## src/hdl/whbs_pkg.sv

```systemverilog
// ============================================================================
// whbs_pkg: shared types, codes and saturating helpers
// Command and target codes, the memory entry layouts, the request structs of
// the shared multiplier and divider, and the saturating add and subtract.
// ============================================================================
package whbs_pkg;

  localparam int BINS_DEF   = 256;
  localparam int NUM_TOTALS = 3;

  localparam logic [2:0] CMD_ESCAPE  = 3'd0;
  localparam logic [2:0] CMD_RC      = 3'd1;
  localparam logic [2:0] CMD_AC      = 3'd2;
  localparam logic [2:0] CMD_ACCUM   = 3'd3;
  localparam logic [2:0] CMD_ZBATCH  = 3'd4;
  localparam logic [2:0] CMD_ZALL    = 3'd5;
  localparam logic [2:0] CMD_READ    = 3'd6;

  localparam logic [2:0] TGT_RC_BIN  = 3'd3;
  localparam logic [2:0] TGT_AC_BIN  = 3'd4;

  localparam logic CFG_BIN_SCALE = 1'b0;
  localparam logic CFG_RECIP     = 1'b1;

  localparam logic signed [63:0] S64_MAX = 64'sh7FFF_FFFF_FFFF_FFFF;
  localparam logic signed [63:0] S64_MIN = 64'sh8000_0000_0000_0000;
  localparam logic signed [47:0] S48_MAX = 48'sh7FFF_FFFF_FFFF;
  localparam logic signed [47:0] S48_MIN = 48'sh8000_0000_0000;

  typedef struct packed {
    logic signed [47:0] rc_sum;
    logic signed [47:0] ac_sum;
  } bin_sum_t;

  typedef struct packed {
    logic signed [63:0] rc_mean;
    logic signed [63:0] rc_m2;
    logic signed [63:0] ac_mean;
    logic signed [63:0] ac_m2;
  } bin_stat_t;

  typedef struct packed {
    logic               start;
    logic signed [63:0] a;
    logic signed [63:0] b;
    logic               sh16;
  } mul_req_t;

  typedef struct packed {
    logic               start;
    logic signed [63:0] dividend;
    logic [15:0]        divisor;
  } div_req_t;

  function automatic logic signed [63:0] sat_add64(input logic signed [63:0] a,
                                                   input logic signed [63:0] b);
    logic signed [63:0] s;
    s = a + b;
    if ((a[63] == b[63]) && (s[63] != a[63])) begin
      s = a[63] ? S64_MIN : S64_MAX;
    end
    return s;
  endfunction

  function automatic logic signed [63:0] sat_sub64(input logic signed [63:0] a,
                                                   input logic signed [63:0] b);
    logic signed [63:0] s;
    s = a - b;
    if ((a[63] != b[63]) && (s[63] != a[63])) begin
      s = a[63] ? S64_MIN : S64_MAX;
    end
    return s;
  endfunction

  function automatic logic signed [47:0] sum_add48(input logic signed [47:0] s,
                                                   input logic signed [31:0] w);
    logic signed [48:0] r;
    logic signed [47:0] o;
    r = {s[47], s} + {{17{w[31]}}, w};
    if (r[48] != r[47]) begin
      o = r[48] ? S48_MIN : S48_MAX;
    end else begin
      o = r[47:0];
    end
    return o;
  endfunction

endpackage

```

## src/hdl/whbs_mulacc.sv

```systemverilog
// ============================================================================
// whbs_mulacc: shared multiply-and-scale unit
// Signed 64x64 product built from four 32x32 partial products, then a floor
// shift right by 16 or 32 and saturation to the signed 64-bit range.
// ============================================================================
module whbs_mulacc
  import whbs_pkg::*;
(
  input  logic               clk_i,
  input  logic               rst_ni,
  input  mul_req_t           req_i,
  output logic               done_o,
  output logic signed [63:0] res_o
);

  typedef enum logic [4:0] {
    M_IDLE = 5'b00001,
    M_MUL  = 5'b00010,
    M_ADD  = 5'b00100,
    M_FIN  = 5'b01000,
    M_SAT  = 5'b10000
  } mul_state_e;

  mul_state_e   state_q;
  logic         neg_q, sh16_q;
  logic [63:0]  ua_q, ub_q, pp_q;
  logic [127:0] acc_q, q_q;
  logic [1:0]   step_q;

  logic [31:0]  a_part, b_part;
  logic [127:0] pp_ext, shifted;
  logic         rem;

  assign a_part  = step_q[1] ? ua_q[63:32] : ua_q[31:0];
  assign b_part  = step_q[0] ? ub_q[63:32] : ub_q[31:0];
  assign shifted = sh16_q ? (acc_q >> 16) : (acc_q >> 32);
  assign rem     = sh16_q ? (|acc_q[15:0]) : (|acc_q[31:0]);

  always_comb begin
    unique case ({1'b0, step_q[1]} + {1'b0, step_q[0]})
      2'd0:    pp_ext = {64'd0, pp_q};
      2'd1:    pp_ext = {32'd0, pp_q, 32'd0};
      default: pp_ext = {pp_q, 64'd0};
    endcase
  end

  always_ff @(posedge clk_i or negedge rst_ni) begin
    if (!rst_ni) begin
      state_q <= M_IDLE;
      done_o  <= 1'b0;
      step_q  <= 2'd0;
    end else begin
      done_o <= (state_q == M_SAT);
      unique case (state_q)
        M_IDLE: begin
          if (req_i.start) begin
            neg_q   <= req_i.a[63] ^ req_i.b[63];
            sh16_q  <= req_i.sh16;
            ua_q    <= req_i.a[63] ? (64'd0 - req_i.a) : req_i.a;
            ub_q    <= req_i.b[63] ? (64'd0 - req_i.b) : req_i.b;
            acc_q   <= '0;
            step_q  <= 2'd0;
            state_q <= M_MUL;
          end
        end
        M_MUL: begin
          pp_q    <= a_part * b_part;
          state_q <= M_ADD;
        end
        M_ADD: begin
          acc_q  <= acc_q + pp_ext;
          step_q <= step_q + 2'd1;
          state_q <= (step_q == 2'd3) ? M_FIN : M_MUL;
        end
        M_FIN: begin
          // Negative results round away from zero in magnitude, i.e. floor.
          q_q     <= shifted + {127'd0, neg_q & rem};
          state_q <= M_SAT;
        end
        M_SAT: begin
          if (|q_q[127:63]) begin
            res_o <= neg_q ? S64_MIN : S64_MAX;
          end else begin
            res_o <= neg_q ? (64'd0 - q_q[63:0]) : q_q[63:0];
          end
          state_q <= M_IDLE;
        end
        default: state_q <= M_IDLE;
      endcase
    end
  end

endmodule

```

## config.mk

```make
export PLATFORM = sky130hd
export DESIGN_NAME = whbs_mulacc
export DESIGN_NICKNAME = d
export VERILOG_FILES = /design/src/hdl/whbs_pkg.sv /design/src/hdl/whbs_mulacc.sv
export SDC_FILE = /design/constraint.sdc
export NUM_CORES = 2
export LEC_CHECK = 0
export ABC_AREA = 0
export ABC_CLOCK_PERIOD_IN_PS = 12500
export BUFFER_PORTS_ARGS = -buffer_cell sky130_fd_sc_hd__buf_2
export CAP_MARGIN = 20
export CORE_MARGIN = 3
export CORE_UTILIZATION = 36
export DETAILED_ROUTE_END_ITERATION = 8
export SLEW_MARGIN = 20
export SYNTH_ARGS = -nofsm -noshare
export SYNTH_HDL_FRONTEND = slang
export SYNTH_SLANG_ARGS = --single-unit
```

## constraint.sdc

```tcl
create_clock -name clk_i -period 12.5 [get_ports clk_i]
set_clock_uncertainty 0.1 [all_clocks]
set_input_delay 2.5 -clock clk_i [delete_from_list [all_inputs] [get_ports clk_i]]
set_output_delay 2.5 -clock clk_i [all_outputs]
set_load 0.01 [all_outputs]
```

Word level (Yosys, flattened, before mapping)
Index checks and enable logic that the tools add are counted.

Output and inout port bits: 65. Input bits: 132. Word-level logic and storage cells: 59. Register bits after elaboration: 522.

Bitwise gates (word level): 2. Equality and inequality tests: 8. $add $sub $neg: 7. Multipliers: 1. Reduce and logical (&&, ||, !) cells: 11. Multiplexer cells: 17.

Operators by type and width (number): $pmux 128 s2 (2); $mux 64 (3); $sub 1x64->64 const A (3); $add 128x128->128 (1); $mux 128 (1); $mux 63 (2); $add 112x1->113 (1); $mux 112 (1); $reduce_or 65->1 (1); $mul 32x32->64 (1); $mux 32 (2); $reduce_or 32->1 (1); $pmux 5 s4 (1); $reduce_or 16->1 (1); $reduce_and 2->1 (4); $reduce_and 3->1 (2); $eq 5x1->1 const B (1); $eq 5x2->1 const B (1); $eq 5x3->1 const B (1); $eq 5x4->1 const B (1); $eq 5x5->1 const B (1); $mux 5 (1); $mux 4 (1); $pmux 2 s2 (1); other kinds (11) (11).

Longest topological paths before layout
Word-level depth: 5. Depth in mapped cells: 35. Gate-level depth less buffers: 30.

Least setup slack after synthesis
No wires, ideal clock.

Path type: reg-to-reg. Start point: reg step_q[0]. End point: reg pp_q[60] (data pin). Path slack: 3.122 ns. Buffers on the path: 5. Clock period less this slack: 9.378 ns. Arrival: 9.014 ns. Required time: 12.136 ns. Cell stages (with the launch flop): 32. Cell sequence: dfrtp_1 > clkbuf_1 > clkbuf_1 > buf_1 > mux2i_1 > clkbuf_1 > nor2_1 > fa_1 > inv_1 > fa_1 > fa_1 > fa_1 > inv_1 > fa_1 > fa_1 > fa_1 > inv_1 > fa_1 > inv_1 > ha_1 > clkbuf_1 > a21o_1 > a21o_1 > a21o_1 > o2111ai_1 > a21oi_1 > a211o_1 > and4_1 > nor3_1 > o21ai_0 > a221oi_1 > xnor2_1.

Cells in the longest elaborated chain, start to end: 2.

Ends and longest elaborated chain: start: declaration (RTL line whbs_mulacc.sv:28) `logic [1:0] step_q;`; start signal: assignment (RTL line whbs_mulacc.sv:72) `step_q <= step_q + 2'd1;`; $mux 32 (RTL line whbs_mulacc.sv:35) `assign b_part = step_q[0] ? ub_q[63:32] : ub_q[31:0];`; $mul 32x32->64 (RTL line whbs_mulacc.sv:67) `pp_q <= a_part * b_part;`; end signal: assignment (RTL line whbs_mulacc.sv:67); end: declaration (RTL line whbs_mulacc.sv:26) `logic [63:0] ua_q, ub_q, pp_q;`.

No other way between the ends. A chain may end at the register's enable or synchronous reset.

Worst setup path after layout
Start point: reg step_q[1]. End point: reg pp_q[60] (data pin).

Cells in the longest elaborated chain, start to end: 2.

Ends and longest elaborated chain: $mux 32 (RTL line whbs_mulacc.sv:34) `assign a_part = step_q[1] ? ua_q[63:32] : ua_q[31:0];`; $mul 32x32->64 (RTL line whbs_mulacc.sv:67).

No other way between the ends.

==> impl_metrics.py <==
metrics = {
    "critical_path": {
        "crit_path_end_kind": "flop",
        "crit_required_ns": 12.84,
        "worstSetupPathType": "flop to flop",
        "arrival_ns": 10.42,
        "cp_max_fo": 44,
        "start_kind": "flop",
    },
    "layout": {
        "multi_input_area_um2": 47900,
        "fillers": 18600,
        "layout_commonest_cell": "inv_1",
        "syn_to_final_growth_pct": 8.63,
        "register_area_um2": 15200,
        "fin_nets": 8846,
        "final_cell_mix": "inv_1 (970), nor2_1 (898), fa_1 (897)",
        "drive_gt1_frac": 0.0747,
    },
    "place": {
        "gp_congestion": 0.984,
        "io_buffers": 196,
        "hpwl_um": 187000,
    },
    "sta": {
        "slew_headroom": 0.221,
        "worst_pin_slew_ns": 1.14,
        "fmax_mhz": 99.2,
        "slew_violations": 0,
        "timing_hold_violations_final": 0,
        "setup-tns-final_ns": 0,
        "rsz0062_at_grt": "no",
        "finalCritPeriodShare": 0.806,
        "setup_viol": 0,
        "period_minus_slack_ns": 10.08,
    },
    "logic_synthesis": {
        "synth_top_flop_cell": "edfxtp_1",
        "yosysWarnings": 0,
        "synth-seq-cells": 507,
        "synth.distinct_cells": 90,
        "syn_avg_cell_area_um2": 9.14,
        "synth_edf_count": 499,
        "synthArstFlopShare": 0.0158,
        "synth_nets": 8842,
        "synthCells": 7416,
        "netlist_area_um2": 67800,
        "synth-seq-area-share": 0.224,
    },
    "clocking": {
        "cts.sinks": 507,
        "hold_buffers": 0,
        "cts_root_buffer": "clkbuf_16",
        "cts_setup_buffers": 0,
        "cts_resized": 0,
        "clk_pin_slew_worst_paths_ns": 0.07,
        "cts.path.max_buffers": 3,
        "tritoncts": "done",
        "worst_skew_pair.late_latency_ns": 0.71,
        "numCtsBuffers": 57,
        "htreeDepth": 2,
    },
    "die": {
        "die_w_um": 440,
        "start_util": 0.364,
        "coreArea_um2": 186000,
        "ios": 197,
        "num_rows": 158,
        "die_area_um2": 193000,
        "fp.dieH_um": 440,
    },
    "route": {
        "wl_per_cell_um": 23.4,
        "vias": 54900,
        "drtIter0Drc": 4586,
        "drc": 0,
        "antenna_left": 0,
        "drt-total-wl_um": 233000,
        "firstDrtPassIters": 6,
        "vias_per_cell": 5.52,
    },
    "global_routing": {
        "overflow": 0,
        "grtUsageTotal": 0.238,
        "grt_pass1_vias": 56100,
        "grt_max_degree": 97,
        "grt_pass1_wl_um": 350000,
        "antenna_found_initial": 7,
    },
    "min_path": {
        "hp-class": "flop to flop",
    },
    "outcome": {
        "status": "finished, final reports clean",
    },
    "job": {
        "max_cap_violations": 0,
    },
}
-- stage by stage --
stage	utilization	area [um^2]	setup slack, ns	hold WS [ns]	std cells
final	0.395	73600	2.42	0.396	9950
after global routing	0.395	73600	1.95	0.443	9947
after detailed placement	0.384	71600	2.25	0.382	9840
after global placement	0.384	71600	2.32	0.380	9840
after floorplan	-	67800	3.12	0.346	7416
after CTS	0.395	73600	2.19	0.390	9946
-- per-layer routing --
metal | wire length (um) | track usage
met4 | 12700 | 0.107
met2 | 104000 | 0.382
met5 | 69 | 0.00176
met1 | 95700 | 0.310
met3 | 20400 | 0.0496
-- cell usage after synthesis, types with 10 or more instances --
| master | count | area, um^2 |
|---|---|---|
| inv_1 | 970 | 3640 |
| nor2_1 | 898 | 3370 |
| fa_1 | 897 | 18000 |
| nand2_1 | 793 | 2980 |
| edfxtp_1 | 499 | 15000 |
| ha_1 | 397 | 4970 |
| clkbuf_1 | 336 | 1260 |
| a21oi_1 | 333 | 1670 |
| o21ai_0 | 289 | 1450 |
| xnor2_1 | 274 | 2400 |
| mux2i_1 | 144 | 1440 |
| a21o_1 | 134 | 1010 |
| xor2_1 | 132 | 1160 |
| nor3_1 | 131 | 656 |
| nand3_1 | 113 | 566 |
| and2_1 | 97 | 607 |
| nand4_1 | 84 | 526 |
| a22o_1 | 65 | 569 |
| mux2_2 | 63 | 709 |
| or3_1 | 60 | 375 |
| o31ai_1 | 54 | 405 |
| nor4_1 | 51 | 319 |
| o21bai_1 | 51 | 383 |
| nand2b_1 | 41 | 257 |
| a31oi_1 | 40 | 250 |
| nand3b_1 | 37 | 278 |
| nor2b_1 | 35 | 219 |
| or4_1 | 32 | 240 |
| o21a_1 | 28 | 210 |
| a211oi_1 | 23 | 173 |
| and3_1 | 23 | 144 |
| o41ai_1 | 23 | 201 |
| a21boi_0 | 18 | 135 |
| buf_1 | 18 | 67.6 |
| and4_1 | 17 | 149 |
| or2_2 | 16 | 100 |
| nor3b_1 | 12 | 90.1 |
| a221oi_1 | 11 | 96.3 |
| a32oi_1 | 10 | 87.6 |
| o211ai_1 | 10 | 75.1 |
| o31a_1 | 10 | 87.6 |
-- flip-flops by register name (all words and copies together), names as in the netlist --
signal and flops:
acc_q 128, q_q 113, pp_q 64, res_o 64, ua_q 64, ub_q 64, state_q 5, step_q 2
done_o 1, neg_q 1, sh16_q 1
-- kinds of logic (layout without fill, tap and decap cells) --
kind of cell | Yosys count | after routing | synth area share
multiplexers | 216 | 216 | 0.0332
AO/OA/AOI/OAI | 1197 | 1197 | 0.113
buffers and inverters | 1328 | 1379 | 0.0736
flip-flops | 507 | 507 | 0.224
other | 0 | 3 | 0
XOR/XNOR | 406 | 406 | 0.0525
adder cells (fa/ha/maj) | 1294 | 1294 | 0.338
AND/OR/NAND/NOR | 2468 | 2468 | 0.165
-- critical path, stage by stage (launching register included) --
cell,delay [ns]
dfrtp_4,0.66
buf_16,0.32
mux2i_4,0.89
nor2_1,0.17
fa_1,0.53
fa_1,0.55
inv_1,0.08
fa_1,0.48
fa_1,0.56
inv_1,0.06
fa_1,0.50
fa_1,0.52
fa_1,0.55
inv_1,0.05
fa_1,0.52
inv_1,0.04
ha_1,0.37
a21oi_1,0.30
o21ba_2,0.19
o21ai_0,0.14
nor3_1,0.29
o221ai_1,0.25
a211o_1,0.42
and4_1,0.21
nor3_1,0.28
o21ai_0,0.20
a221oi_1,0.37
xnor2_1,0.10
-- cell type report --
class | count | area share
diodes | 3 | 0.000102
clock buffers | 63 | 0.0197
clock inverters | 43 | 0.00683
inverters | 972 | 0.0496
multi-input cells | 5581 | 0.651
flip-flops and latches | 507 | 0.206
well taps | 2480 | 0.0422
repair buffers | 301 | 0.0243
-- final timing paths --
path	depth (start not counted)	endpoint	slack (ns)	start
setup / recovery	27	pp_q[60]	2.42	step_q[1]
hold / removal	1	done_o	0.40	state_q[1]
setup reg to reg	27	pp_q[60]	2.42	step_q[1]
hold reg to reg	1	done_o	0.40	state_q[1]
max in group asynchronous	2	step_q[0]	10.34	rst_ni
min in group asynchronous	2	step_q[1]	1.67	rst_ni
Power is not shown: default switching activity piles up to over one toggle a cycle in this logic, so the estimate is an artifact.
