==> src/hdl/whbs_pkg.sv <==
// ============================================================================
// whbs_pkg: shared types, codes and saturating helpers
// Command and target codes, the memory entry layouts, the request structs of
// the shared multiplier and divider, and the saturating add and subtract.
// ============================================================================
package whbs_pkg;

  localparam int BINS_DEF   = 256;
  localparam int NUM_TOTALS = 3;

  localparam logic [2:0] CMD_ESCAPE  = 3'd0;
  localparam logic [2:0] CMD_RC      = 3'd1;
  localparam logic [2:0] CMD_AC      = 3'd2;
  localparam logic [2:0] CMD_ACCUM   = 3'd3;
  localparam logic [2:0] CMD_ZBATCH  = 3'd4;
  localparam logic [2:0] CMD_ZALL    = 3'd5;
  localparam logic [2:0] CMD_READ    = 3'd6;

  localparam logic [2:0] TGT_RC_BIN  = 3'd3;
  localparam logic [2:0] TGT_AC_BIN  = 3'd4;

  localparam logic CFG_BIN_SCALE = 1'b0;
  localparam logic CFG_RECIP     = 1'b1;

  localparam logic signed [63:0] S64_MAX = 64'sh7FFF_FFFF_FFFF_FFFF;
  localparam logic signed [63:0] S64_MIN = 64'sh8000_0000_0000_0000;
  localparam logic signed [47:0] S48_MAX = 48'sh7FFF_FFFF_FFFF;
  localparam logic signed [47:0] S48_MIN = 48'sh8000_0000_0000;

  typedef struct packed {
    logic signed [47:0] rc_sum;
    logic signed [47:0] ac_sum;
  } bin_sum_t;

  typedef struct packed {
    logic signed [63:0] rc_mean;
    logic signed [63:0] rc_m2;
    logic signed [63:0] ac_mean;
    logic signed [63:0] ac_m2;
  } bin_stat_t;

  typedef struct packed {
    logic               start;
    logic signed [63:0] a;
    logic signed [63:0] b;
    logic               sh16;
  } mul_req_t;

  typedef struct packed {
    logic               start;
    logic signed [63:0] dividend;
    logic [15:0]        divisor;
  } div_req_t;

  function automatic logic signed [63:0] sat_add64(input logic signed [63:0] a,
                                                   input logic signed [63:0] b);
    logic signed [63:0] s;
    s = a + b;
    if ((a[63] == b[63]) && (s[63] != a[63])) begin
      s = a[63] ? S64_MIN : S64_MAX;
    end
    return s;
  endfunction

  function automatic logic signed [63:0] sat_sub64(input logic signed [63:0] a,
                                                   input logic signed [63:0] b);
    logic signed [63:0] s;
    s = a - b;
    if ((a[63] != b[63]) && (s[63] != a[63])) begin
      s = a[63] ? S64_MIN : S64_MAX;
    end
    return s;
  endfunction

  function automatic logic signed [47:0] sum_add48(input logic signed [47:0] s,
                                                   input logic signed [31:0] w);
    logic signed [48:0] r;
    logic signed [47:0] o;
    r = {s[47], s} + {{17{w[31]}}, w};
    if (r[48] != r[47]) begin
      o = r[48] ? S48_MIN : S48_MAX;
    end else begin
      o = r[47:0];
    end
    return o;
  endfunction

endpackage

==> src/hdl/whbs_divider.sv <==
// ============================================================================
// whbs_divider: radix-2 restoring divider
// Signed 64-bit dividend over an unsigned nonzero 16-bit divisor, one quotient
// bit per cycle, truncating toward zero.
// ============================================================================
module whbs_divider
  import whbs_pkg::*;
(
  input  logic               clk_i,
  input  logic               rst_ni,
  input  div_req_t           req_i,
  output logic               done_o,
  output logic signed [63:0] quot_o
);

  typedef enum logic [2:0] {
    D_IDLE = 3'b001,
    D_RUN  = 3'b010,
    D_FIN  = 3'b100
  } div_state_e;

  div_state_e  state_q;
  logic        neg_q;
  logic [63:0] num_q;
  logic [15:0] rem_q, den_q;
  logic [5:0]  cnt_q;

  logic [16:0] trial, diff;
  logic        qbit;

  assign trial = {rem_q, num_q[63]};
  assign diff  = trial - {1'b0, den_q};
  assign qbit  = (trial >= {1'b0, den_q});

  always_ff @(posedge clk_i or negedge rst_ni) begin
    if (!rst_ni) begin
      state_q <= D_IDLE;
      done_o  <= 1'b0;
      cnt_q   <= '0;
    end else begin
      done_o <= (state_q == D_FIN);
      unique case (state_q)
        D_IDLE: begin
          if (req_i.start) begin
            neg_q   <= req_i.dividend[63];
            num_q   <= req_i.dividend[63] ? (64'd0 - req_i.dividend) : req_i.dividend;
            den_q   <= req_i.divisor;
            rem_q   <= '0;
            cnt_q   <= 6'd63;
            state_q <= D_RUN;
          end
        end
        D_RUN: begin
          rem_q   <= qbit ? diff[15:0] : trial[15:0];
          num_q   <= {num_q[62:0], qbit};
          cnt_q   <= cnt_q - 6'd1;
          state_q <= (cnt_q == 6'd0) ? D_FIN : D_RUN;
        end
        D_FIN: begin
          quot_o  <= neg_q ? (64'd0 - num_q) : num_q;
          state_q <= D_IDLE;
        end
        default: state_q <= D_IDLE;
      endcase
    end
  end

endmodule

==> config.mk <==
export PLATFORM = sky130hd
export DESIGN_NAME = whbs_divider
export DESIGN_NICKNAME = d
export VERILOG_FILES = /design/src/hdl/whbs_pkg.sv /design/src/hdl/whbs_divider.sv
export SDC_FILE = /design/constraint.sdc
export NUM_CORES = 1
export LEC_CHECK = 0
export ABC_AREA = 0
export BUFFER_PORTS_ARGS = -buffer_cell sky130_fd_sc_hd__clkbuf_2
export CAP_MARGIN = 15
export CORE_MARGIN = 2
export CORE_UTILIZATION = 45
export CTS_CLUSTER_SIZE = 25
export DETAILED_ROUTE_END_ITERATION = 12
export PLACE_DENSITY = 0.75
export SYNTH_ARGS = -nofsm -noshare
export SYNTH_HDL_FRONTEND = slang
export SYNTH_SLANG_ARGS = --single-unit
==> constraint.sdc <==
create_clock -name clk_i -period 5.4 [get_ports clk_i]
set_clock_uncertainty 0.1 [all_clocks]
set_input_delay 0.54 -clock clk_i [delete_from_list [all_inputs] [get_ports clk_i]]
set_output_delay 0.54 -clock clk_i [all_outputs]
set_load 0.03 [all_outputs]
[Yosys cells after proc, flatten, opt, wreduce, memory -nomap -nowiden]
Index checks and enable logic that the tools add are counted.
Cells by class
  $add $sub $neg: 4
  muxes and demuxes: 12
  reductions and logical operators: 6
  order comparisons: 1
  equal/unequal tests: 4
Operators by type and width (count)
  $mux W64: 3
  $pmux W64 S2: 1
  $sub A1 B64 Y64 const A: 2
  $mux W16: 2
  $pmux W16 S2: 1
  $ge A17 B16 Y1: 1
  $sub A16 B16 Y16: 1
  $pmux W6 S2: 1
  $logic_not A6 Y1: 1
  $mux W3: 2
  $mux W6: 1
  $pmux W3 S2: 1
  $reduce_and A3 Y1: 2
  $sub A6 B1 Y6 const B: 1
  $reduce_and A2 Y1: 2
  $eq A3 B1 Y1 const B: 1
  $eq A3 B2 Y1 const B: 1
  $eq A3 B3 Y1 const B: 1
  $ne A2 B2 Y1 const B: 1
  $reduce_bool A2 Y1: 1
Storage, ports and cells
  output and inout port bits: 65
  flip-flop bits (word level): 171
  logic and storage cells: 35
  input bits: 83

[Depth between registers and ports, before layout]
Gate-level depths: netlist of run 1.
  depth in word-level cells: 4
  mapped depth: 10
  depth with buffers taken out: 9

[Worst setup path before layout of run 1]
No wires, ideal clock.
  kind: register to register
  from: reg state_q[0]
  to: reg num_q[0], enable pin
  period minus slack after synthesis: 5.677 ns
  cell stages (with the launch flop): 5
  slack: -0.277 ns
  data required time: 4.773 ns
  library setup time: 0.527 ns
  data arrival time: 5.050 ns
  buffers on the path: 0
  cell sequence: dfstp_2 inv_1 nor4b_1 nor2_1 nor2b_1
Between the ends
  word-level cells in the longest chain between the ends: 3
  elaborated cells between the ends (all ways): 5
  those cells by class: eq/ne: 3; reduce/logical: 2
Ends and longest elaborated chain
  from (decl): line whbs_divider.sv:22  | div_state_e state_q;
  from (signal assigned): line whbs_divider.sv:57  | state_q <= (cnt_q == 6'd0) ? D_FIN : D_RUN;
  $eq A3 B1 Y1 / $eq A3 B2 Y1 (equally long branches): line whbs_divider.sv:42  | unique case (state_q)
  $ne A2 B2 Y1 (no source line) / $reduce_bool A2 Y1 (equally long branches)
  $reduce_and A3 Y1 (no source line) *
  to (signal assigned): line whbs_divider.sv:46  | num_q <= req_i.dividend[63] ? (64'd0 - req_i.dividend) : req_i.dividend;
  to (signal assigned): line whbs_divider.sv:55  | num_q <= {num_q[62:0], qbit};
  to (decl): line whbs_divider.sv:24  | logic [63:0] num_q;
Mark *: on every way between the ends. The rest lies on a longest branch, timed or not.
A chain may end at the register's enable or synchronous reset.

[Worst setup path in the final report of run 1]
  from: reg num_q[5]
  to: reg quot_o[49] (data pin)
Between the ends
  word-level cells in the longest chain between the ends: 2
Ends and longest elaborated chain
  $sub A1 B64 Y64: line whbs_divider.sv:60  | quot_o <= neg_q ? (64'd0 - num_q) : num_q;
  $mux W64: line whbs_divider.sv:60
  to (signal assigned): line whbs_divider.sv:60
  to (decl): line whbs_divider.sv:13  | output logic signed [63:0] quot_o
No other way between the ends.

==> results of run 1 <==
-- cell usage in the layout, fill, tap and decap left out, drive strengths merged, types with 9 or more instances in the layout --
cell / count
o31ai: 37
nand3: 20
a21oi: 50
xnor2: 65
or3: 24
xor2: 63
dfrtp: 9
inv: 33
nor3: 21
nand2: 85
o21ai: 91
nor2: 47
nand4: 10
edfxtp: 161
or4: 22
nor4: 20
clkbuf: 165
nand2b: 12
ha: 19
o41ai: 26
-- state kept, by name (all words and copies together) (netlist names) --
name     count
den_q       16
state_q      3
quot_o      64
num_q       64
neg_q        1
rem_q       16
cnt_q        6
done_o       1
-- worst max-delay path by stage --
stage	startpoint	endpoint	depth (start not counted)
global route	num_q[5]	quot_o[49]	6
global placement	req_i[38]	num_q[59]	7
floorplan	state_q[0]	num_q[0]	4
CTS	num_q[5]	quot_o[49]	6
finish	num_q[5]	quot_o[49]	6
detailed placement	req_i[38]	num_q[51]	7
-- worst max-delay path, stage by stage, from the launching register on --
cell,delay (ps)
edfxtp_1,440
or3_1,440
nor4_1,720
nand4_1,450
or4_1,600
o31ai_1,270
xnor2_1,130
-- cells in the mapped netlist, types with 20 or more instances --
| library cell | n | share of area |
|---|---|---|
| o21ai_0 | 86 | 0.042 |
| xnor2_1 | 65 | 0.056 |
| nand3_1 | 20 | 0.0099 |
| nand2_1 | 85 | 0.031 |
| o31ai_1 | 27 | 0.020 |
| or3_1 | 23 | 0.014 |
| inv_1 | 28 | 0.010 |
| edfxtp_1 | 161 | 0.48 |
| nor3_1 | 20 | 0.0099 |
| a21oi_1 | 50 | 0.025 |
| nor2_1 | 47 | 0.017 |
| clkbuf_1 | 38 | 0.014 |
| xor2_1 | 63 | 0.054 |
-- report_power, final --
group          switching (mW)  internal (mW)
clock                   0.529          0.684
sequential              0.183           1.75
combinational           0.643          0.421
-- cell type report --
type / instances / area, um2 / area share
repair buffers: 156 / 806 / 0.0689
inverters: 28 / 105 / 0.00899
clock inverters: 14 / 143 / 0.0122
multi-input cells: 704 / 4760 / 0.407
flip-flops and latches: 171 / 5090 / 0.435
clock buffers: 18 / 429 / 0.0367
well taps: 280 / 350 / 0.0300
diodes: 8 / 20.0 / 0.00171
-- stage by stage --
| step | std cells | util | total power [mW] |
|---|---|---|---|
| 2_1_floorplan | 951 | - | 2.70 |
| 3_3_place_gp | 1338 | 0.505 | 2.97 |
| 6_report | 1379 | 0.533 | 4.21 |
| 5_1_grt | 1378 | 0.533 | 4.45 |
| 3_5_place_dp | 1338 | 0.505 | 3.01 |
| 4_1_cts | 1371 | 0.532 | 4.22 |
-- layer usage --
layer,vias to the layer above,global-route usage,routed length [um]
met3,58,0.0521,1870
met4,4,0.0912,782
met1,3760,0.278,10400
met2,342,0.334,11700
li1,3848,-,-
met5,-,0,26
-- kinds of logic (layout without fill, tap and decap cells) --
kind of cell,count (synthesis),count (layout)
AND/OR/NAND/NOR,300,300
AO/OA/AOI/OAI,252,252
flip-flops,171,171
XOR/XNOR,128,128
buffers and inverters,76,216
adder cells (fa/ha/maj),20,20
multiplexers,4,4
other,0,8
-- what timing repair did --
item                       CTS  global route
hold endpoints to repair     9             0
hold buffers                 1             0
setup endpoints to repair    0             0
==> flow_metrics.py, run 1 <==
metrics = {
    "logic_synthesis": {
        "muxShareOfSynthArea": 0.00395,
        "synth_compound_area_frac": 0.169,
        "synth_top_family_by_area": "compound AO/OA/AOI/OAI gates",
        "synth_flop_cell": "edfxtp_1",
        "syn_area_um2": 10100,
        "synthAdderAreaFrac": 0.0254,
        "ys_ff_latch": 171,
        "synth_cell_type_count": 61,
        "syn_inst": 951,
        "synthesis.nets": 1054,
        "yosysSeqAreaShare": 0.501,
        "avgSynthCellArea_um2": 10.7,
        "synth_xor_area_frac": 0.110,
        "synth-async-reset-ratio": 0.0585,
        "ys_warn_count": 0,
        "yosys.area_share.simple": 0.158,
        "synth_edf_count": 161,
    },
    "worst_setup_path": {
        "reg2reg_slack_ps": 1980,
        "critPathRequiredTime_ps": 5460,
        "reg2reg_depth": 6,
        "critPathCaptureType": "register",
        "r2r-start": "num_q[5]",
        "crit_arrival_ps": 3480,
        "crit_type": "register to register",
        "rr_endpoint": "quot_o[49]",
        "crit_path_start_kind": "register",
        "cp_max_fo": 7,
    },
    "detailed_routing": {
        "avgViaCountPerCell": 5.81,
        "drt_iter0_drc": 721,
        "wl_per_cell_um": 18.0,
        "wl_mm": 24.8,
        "final_antenna_net_count": 0,
        "drtPass1Iterations": 6,
        "vias": 8012,
        "drc": 0,
    },
    "hold_path": {
        "hold-path-endpoint": "den_q[11]",
        "hold_start": "req_i[11]",
        "hold_class": "input port to register",
        "hold_depth": 1,
    },
    "clock_network": {
        "cts_buffers": 17,
        "cts_resized": 0,
        "cts_tree": "done",
        "post_cts_buffers": 0,
        "clk_path_buf_depth": 2,
        "cts.clk_slew.worst_paths_ps": 70,
        "clk_root_buffer_cell": "clkbuf_16",
        "clkLatencyLatePin_ps": 430,
        "clock_sinks": 171,
        "htreeDepth": 4,
    },
    "timing": {
        "min_period_over_period": 0.634,
        "period_needed_ps": 3420,
        "tns_ps": 0,
        "finalWorstSetupSlack_ps": 1980,
        "finalSetupViolCount": 0,
        "max_freq_mhz": 292,
        "tightest_slew_ps": 1100,
        "timing.hold.ws_ps": 184,
        "max_slew_margin": 0.264,
        "slew_viol_final": 0,
        "rsz0062_at_grt": "false",
        "hold_viol": 0,
    },
    "layout": {
        "fin_nets": 1181,
        "drive_gt1_frac": 0.205,
        "syn2layout_area_growth_pct": 15.3,
        "fillers": 1944,
        "post-route-cell-area_um2": 11700,
    },
    "grt": {
        "antenna_found_initial": 10,
        "first_global_vias": 7541,
        "grt_pass1_wl_mm": 40.0,
        "overflow": 0,
        "track_usage": 0.211,
        "grt_max_degree": 98,
    },
    "floorplanning": {
        "die_x_um": 154,
        "die_h_um": 154,
        "start_util": 0.462,
        "boundaryPins": 148,
        "core_area_um2": 22000,
        "rows": 54,
        "die-area_um2": 23800,
    },
    "power": {
        "power_leakage_nw": 4.14,
        "pwr_density_cell_nw_per_um2": 360,
        "irDropWorstVdd_v": 0.000286,
    },
    "place": {
        "dp_hpwl_mm": 17.6,
        "postPlaceCellArea_um2": 11100,
        "io_buffers": 147,
        "place_ws_ps": 1840,
        "routabilityCongestion": 0.917,
    },
    "run_status": {
        "status": "complete, no violations",
    },
    "flow_run": {
        "drv_cap": 0,
    },
}
No activity file was read; power rests on OpenSTA's default activity.
==> run 2, diff against run 1 <==
==> constraint.sdc (replaced) <==
create_clock -name clk_i -period 2.83 [get_ports clk_i]
set_clock_uncertainty 0.1 [all_clocks]
set_input_delay 0.283 -clock clk_i [delete_from_list [all_inputs] [get_ports clk_i]]
set_output_delay 0.283 -clock clk_i [all_outputs]
set_load 0.03 [all_outputs]
==> run 2 against run 1 <==
Cell area is 8.4% higher; routed wire length is 5.7% higher; non-clock buffer count is 101 higher; die area stayed put; worst setup slack worse by 2000 ps; clock power is 93% higher.
==> flow_metrics.py, run 2 (same netlist as run 1, synthesis figures left out) <==
metrics = {
    "run_status": {
        "status": "complete, no violations",
    },
    "detailed_routing": {
        "wl_mm": 26.2,
        "drt_iter0_drc": 710,
        "drtPass1Iterations": 5,
        "vias": 8327,
        "wl_per_cell_um": 17.8,
        "drc": 0,
        "avgViaCountPerCell": 5.65,
        "final_antenna_net_count": 0,
    },
    "power": {
        "power_leakage_nw": 4.66,
        "p_sw_frac": 0.325,
        "pwr_density_cell_nw_per_um2": 659,
        "seq_power_share": 0.435,
        "combPwrFrac": 0.286,
        "p_clk_frac": 0.279,
        "power.switching_mw": 2.71,
        "internal-power_mw": 5.64,
        "irDropWorstVdd_v": 0.000407,
    },
    "timing": {
        "tightest_slew_ps": 693,
        "max_slew_margin": 0.538,
        "min_period_over_period": 0.999,
        "finalSetupViolCount": 0,
        "slew_viol_final": 0,
        "rsz0062_at_grt": "true",
        "max_freq_mhz": 354,
        "timing.hold.ws_ps": 139,
        "period_needed_ps": 2830,
        "hold_viol": 0,
    },
    "layout": {
        "largest_registers": "num_q (64), quot_o (64)",
        "fin_nets": 1282,
        "final_common_cell": "edfxtp_1",
        "fillers": 1810,
        "postLayoutCoreUtil": 0.577,
        "drive_gt1_frac": 0.280,
        "layout_common_cells": "edfxtp_1 (161), clkbuf_2 (147), buf_4 (91), nand2_1 (83), o21ai_0 (77)",
        "syn2layout_area_growth_pct": 24.9,
    },
    "floorplanning": {
        "die_h_um": 154,
        "rows": 54,
        "boundaryPins": 148,
        "die-area_um2": 23800,
        "core_area_um2": 22000,
        "start_util": 0.462,
        "die_x_um": 154,
    },
    "place": {
        "routabilityCongestion": 0.941,
        "dp_hpwl_mm": 18.9,
        "io_buffers": 147,
    },
    "worst_setup_path": {
        "reg2reg_slack_ps": 3,
        "crit_start": "num_q[16]",
        "critPathRequiredTime_ps": 2900,
        "crit_type": "register to register",
        "critPathCaptureType": "register",
        "cp_max_fo": 7,
        "crit_arrival_ps": 2900,
        "r2r-start": "num_q[16]",
        "cp-endpoint": "quot_o[42]",
        "reg2reg_depth": 6,
        "rr_endpoint": "quot_o[42]",
        "crit_path_start_kind": "register",
    },
    "grt": {
        "first_global_vias": 8116,
        "grt_pass1_wl_mm": 42.3,
        "grt_max_degree": 81,
        "overflow": 0,
        "antenna_found_initial": 6,
        "track_usage": 0.223,
    },
    "clock_network": {
        "clock_sinks": 171,
        "clkLatencyLatePin_ps": 430,
        "htreeDepth": 4,
        "clk_path_buf_depth": 2,
        "cts_tree": "done",
        "cts.clk_slew.worst_paths_ps": 70,
        "clk_root_buffer_cell": "clkbuf_16",
        "cts_buffers": 17,
    },
    "hold_path": {
        "hold_class": "input port to register",
    },
    "flow_run": {
        "drv_cap": 0,
    },
}
run 2: final cells by class:
type / instances / area [um2] / share of cell area
Clock inverter: 13 / 146 / 0.0116
Sequential cell: 171 / 5090 / 0.401
Inverter: 28 / 105 / 0.00829
Multi-Input combinational cell: 704 / 4920 / 0.388
Tap cell: 280 / 350 / 0.0276
Clock buffer: 17 / 425 / 0.0336
Timing Repair Buffer: 257 / 1630 / 0.129
Antenna cell: 3 / 7.51 / 0.000592
run 2: worst min path at each step:
stage / start / slack (ps) / to / cells past startpoint
4_1_cts: req_i[64] / 130 / num_q[48] / 3
3_3_place_gp: rst_ni / 80 / done_o / 1
5_1_grt: req_i[75] / 160 / num_q[59] / 3
6_report: req_i[64] / 140 / num_q[48] / 3
3_5_place_dp: rst_ni / 90 / state_q[1] / 1
2_1_floorplan: rst_ni / -110 / cnt_q[0] / 0
run 2: through the flow:
| step | cell area, um2 | setup TNS [ps] | std cells | total power, mW | worst slack (ps) |
|---|---|---|---|---|---|
| global route | 12700 | -246 | 1472 | 8.78 | -68.2 |
| CTS | 12500 | 0 | 1464 | 8.30 | 8.44 |
| finish | 12700 | 0 | 1473 | 8.35 | 3.49 |
| global placement | 11700 | -2720 | 1416 | 5.87 | -155 |
| floorplan | 10200 | 0 | 951 | 5.16 | 2.75 |
| detailed placement | 11700 | -4430 | 1416 | 5.95 | -183 |
run 2: timing repair:
action / in CTS / in global routing
hold buffers: 17 / 0
hold endpoints to repair: 26 / 0
pin swaps: 1 / 7
setup endpoints to repair: 20 / 39
buffers inserted: 1 / 6
resized for setup: 10 / 26
run 2: critical path, cell delays in order, from the launching register on:
cell	delay, ps
edfxtp_1	410
or4_4	550
or4_4	500
nor4_4	290
nand4b_1	240
o41ai_2	370
xnor2_1	110
run 2: metal layers:
metal  vias to the layer above  global-route usage  wire, um
li1                       4047                   -         -
met1                      3969               0.294     11300
met2                       265               0.366     12800
met3                        40              0.0465      1640
met4                         6              0.0770       471
met5                         -                   0        37
run 2: power by group through the flow:
stage          sequential, mW  combinational (mW)  clock (mW)
2_1_floorplan            3.61                1.55           0
3_3_place_gp             3.64                2.23           0
3_5_place_dp             3.66                2.29           0
4_1_cts                  3.61                2.33        2.36
5_1_grt                  3.66                2.66        2.45
6_report                 3.63                2.39        2.33
==> run 3, diff against run 2 <==
--- a/config.mk
+++ b/config.mk
@@ -8,6 +8,7 @@
 export ABC_AREA = 0
 export BUFFER_PORTS_ARGS = -buffer_cell sky130_fd_sc_hd__clkbuf_2
 export CAP_MARGIN = 15
+export CORE_ASPECT_RATIO = 1.4
 export CORE_MARGIN = 2
 export CORE_UTILIZATION = 45
 export CTS_CLUSTER_SIZE = 25
==> run 3 against run 2 <==
The flow now finishes with violations (negative setup slack); register-to-register slack got worse by 80 ps; cell area increased by 1.4%; critical path depth increased by 1.
==> flow_metrics.py, run 3 (same netlist as run 1, synthesis figures left out) <==
metrics = {
    "timing": {
        "rsz0062_at_grt": "true",
        "finalWorstSetupSlack_ps": -80.9,
        "period_needed_ps": 2910,
        "timing.hold.ws_ps": 152,
        "hold_viol": 0,
        "slew_viol_final": 0,
        "max_freq_mhz": 344,
        "tightest_slew_ps": 715,
        "finalSetupViolCount": 7,
        "tns_ps": -375,
        "max_slew_margin": 0.523,
        "min_period_over_period": 1.03,
    },
    "floorplanning": {
        "rows": 65,
        "core_area_um2": 22400,
        "die_h_um": 182,
        "die-area_um2": 23800,
        "die_x_um": 131,
        "start_util": 0.454,
        "boundaryPins": 148,
    },
    "worst_setup_path": {
        "reg2reg_depth": 7,
        "crit_family": "simple AND/OR/NAND/NOR gates",
        "max_stage_delay_ps": 550,
        "reg2reg_slack_ps": -80,
        "crit_type": "register to register",
        "cp_max_fo": 6,
        "rr_endpoint": "quot_o[42]",
        "crit_path_start_kind": "register",
        "crit_top_cell": "or4_4",
        "critPathCaptureType": "register",
        "critPathRequiredTime_ps": 2900,
        "path_cells": "or4_4 -> or4_4 -> nor4_4 -> buf_4 -> nand4b_1 -> o41ai_2 -> xnor2_1",
        "crit_arrival_ps": 2980,
        "crit_buf_inv": 1,
        "critPathSlowestCell": "or4_4",
        "r2r-start": "num_q[16]",
    },
    "detailed_routing": {
        "drt_iter0_drc": 589,
        "drtPass1Iterations": 5,
        "avgViaCountPerCell": 5.57,
        "wl_mm": 26.1,
        "wl_per_cell_um": 17.3,
        "drc": 0,
        "final_antenna_net_count": 0,
        "vias": 8388,
    },
    "hold_path": {
        "hold_depth": 3,
        "hold_start": "req_i[75]",
        "hold_class": "input port to register",
        "hold-path-endpoint": "num_q[59]",
    },
    "clock_network": {
        "clk_path_buf_depth": 2,
        "clock_sinks": 171,
        "cts.clk_slew.worst_paths_ps": 70,
        "clkLatencyLatePin_ps": 440,
        "cts_tree": "done",
        "htreeDepth": 4,
        "clk_root_buffer_cell": "clkbuf_16",
        "cts_buffers": 17,
    },
    "power": {
        "irDropWorstVdd_v": 0.000471,
        "power_leakage_nw": 4.75,
        "pwr_density_cell_nw_per_um2": 646,
    },
    "layout": {
        "drive_gt1_frac": 0.295,
        "largest_registers": "num_q (64), quot_o (64)",
        "final_common_cell": "edfxtp_1",
        "syn2layout_area_growth_pct": 26.6,
        "layout_common_cells": "edfxtp_1 (161), clkbuf_2 (147), buf_4 (96), nand2_1 (82), o21ai_0 (76)",
        "fin_nets": 1292,
        "instances_no_fill": 1505,
    },
    "place": {
        "dp_hpwl_mm": 18.8,
        "routabilityCongestion": 0.903,
        "io_buffers": 147,
        "dp.cells": 1446,
    },
    "grt": {
        "first_global_vias": 8149,
        "track_usage": 0.220,
        "grt_max_degree": 98,
        "grt_pass1_wl_mm": 40.5,
        "overflow": 0,
        "antenna_found_initial": 2,
    },
    "run_status": {
        "status": "finished, violations left",
        "violations": "negative setup slack",
    },
    "flow_run": {
        "drv_cap": 0,
    },
}
## run 3: cell count changes in the layout (fill, tap and decap cells not counted), sizes merged
cell      previous run  this run
buf                 93       103
clkinvlp             2         4
clkbuf             164       165
diode                3         2
inv                 31        30
## run 3: layout make-up
type / instances / area (um2)
Antenna cell: 2 / 5.00
Clock buffer: 18 / 429
Clock inverter: 14 / 146
Fill cell: 1897 / 9520
Inverter: 28 / 105
Multi-Input combinational cell: 704 / 4950
Sequential cell: 171 / 5090
Tap cell: 301 / 377
Timing Repair Buffer: 267 / 1750
## run 3: timing repair
item / 4_1_cts / 5_1_grt
endpoints found under the hold margin: 26 / 0
gates resized for setup: 28 / 21
endpoints found under the setup margin: 27 / 34
hold buffers: 17 / 0
setup buffers: 2 / 7
pin swaps: 7 / 14
## run 3: worst max-delay path by stage
stage,start,to,slack [ps],depth (start not counted)
floorplan,state_q[0],num_q[0],3,4
global placement,req_i[40],num_q[58],-210,8
detailed placement,num_q[16],quot_o[63],-240,7
CTS,num_q[16],quot_o[42],-110,8
global route,num_q[16],quot_o[34],-160,7
finish,num_q[16],quot_o[42],-80,7
## run 3: tightest hold or removal path, cell delays in order
cell and delay, ps:
clkbuf_2 90, xor2_1 70, a21oi_1 120
## run 3: metrics by stage
stage / total power [mW] / setup WS [ps] / utilization / area, um2
3_3_place_gp: 5.88 / -214 / 0.530 / 11900
2_1_floorplan: 5.16 / 2.75 / - / 10200
6_report: 8.30 / -80.9 / 0.574 / 12800
4_1_cts: 8.30 / -110 / 0.569 / 12700
5_1_grt: 8.73 / -156 / 0.574 / 12800
3_5_place_dp: 5.96 / -242 / 0.530 / 11900
## run 3: power by group
part | total (mW) | switching (mW) | leakage, nW | internal, mW
Clock | 2.30 | 0.997 | 0.268 | 1.30
Combinational | 2.38 | 1.38 | 2.90 | 1.00
Sequential | 3.62 | 0.291 | 1.58 | 3.33
## run 3: routing by layer
metal  vias to the layer above  global-route usage  wire length [um]
met4                         0               0.100               900
met5                         -                   0                 0
li1                       4060                   -                 -
met1                      4020               0.254             10100
met3                        60              0.0424              1290
met2                       248               0.388             13800
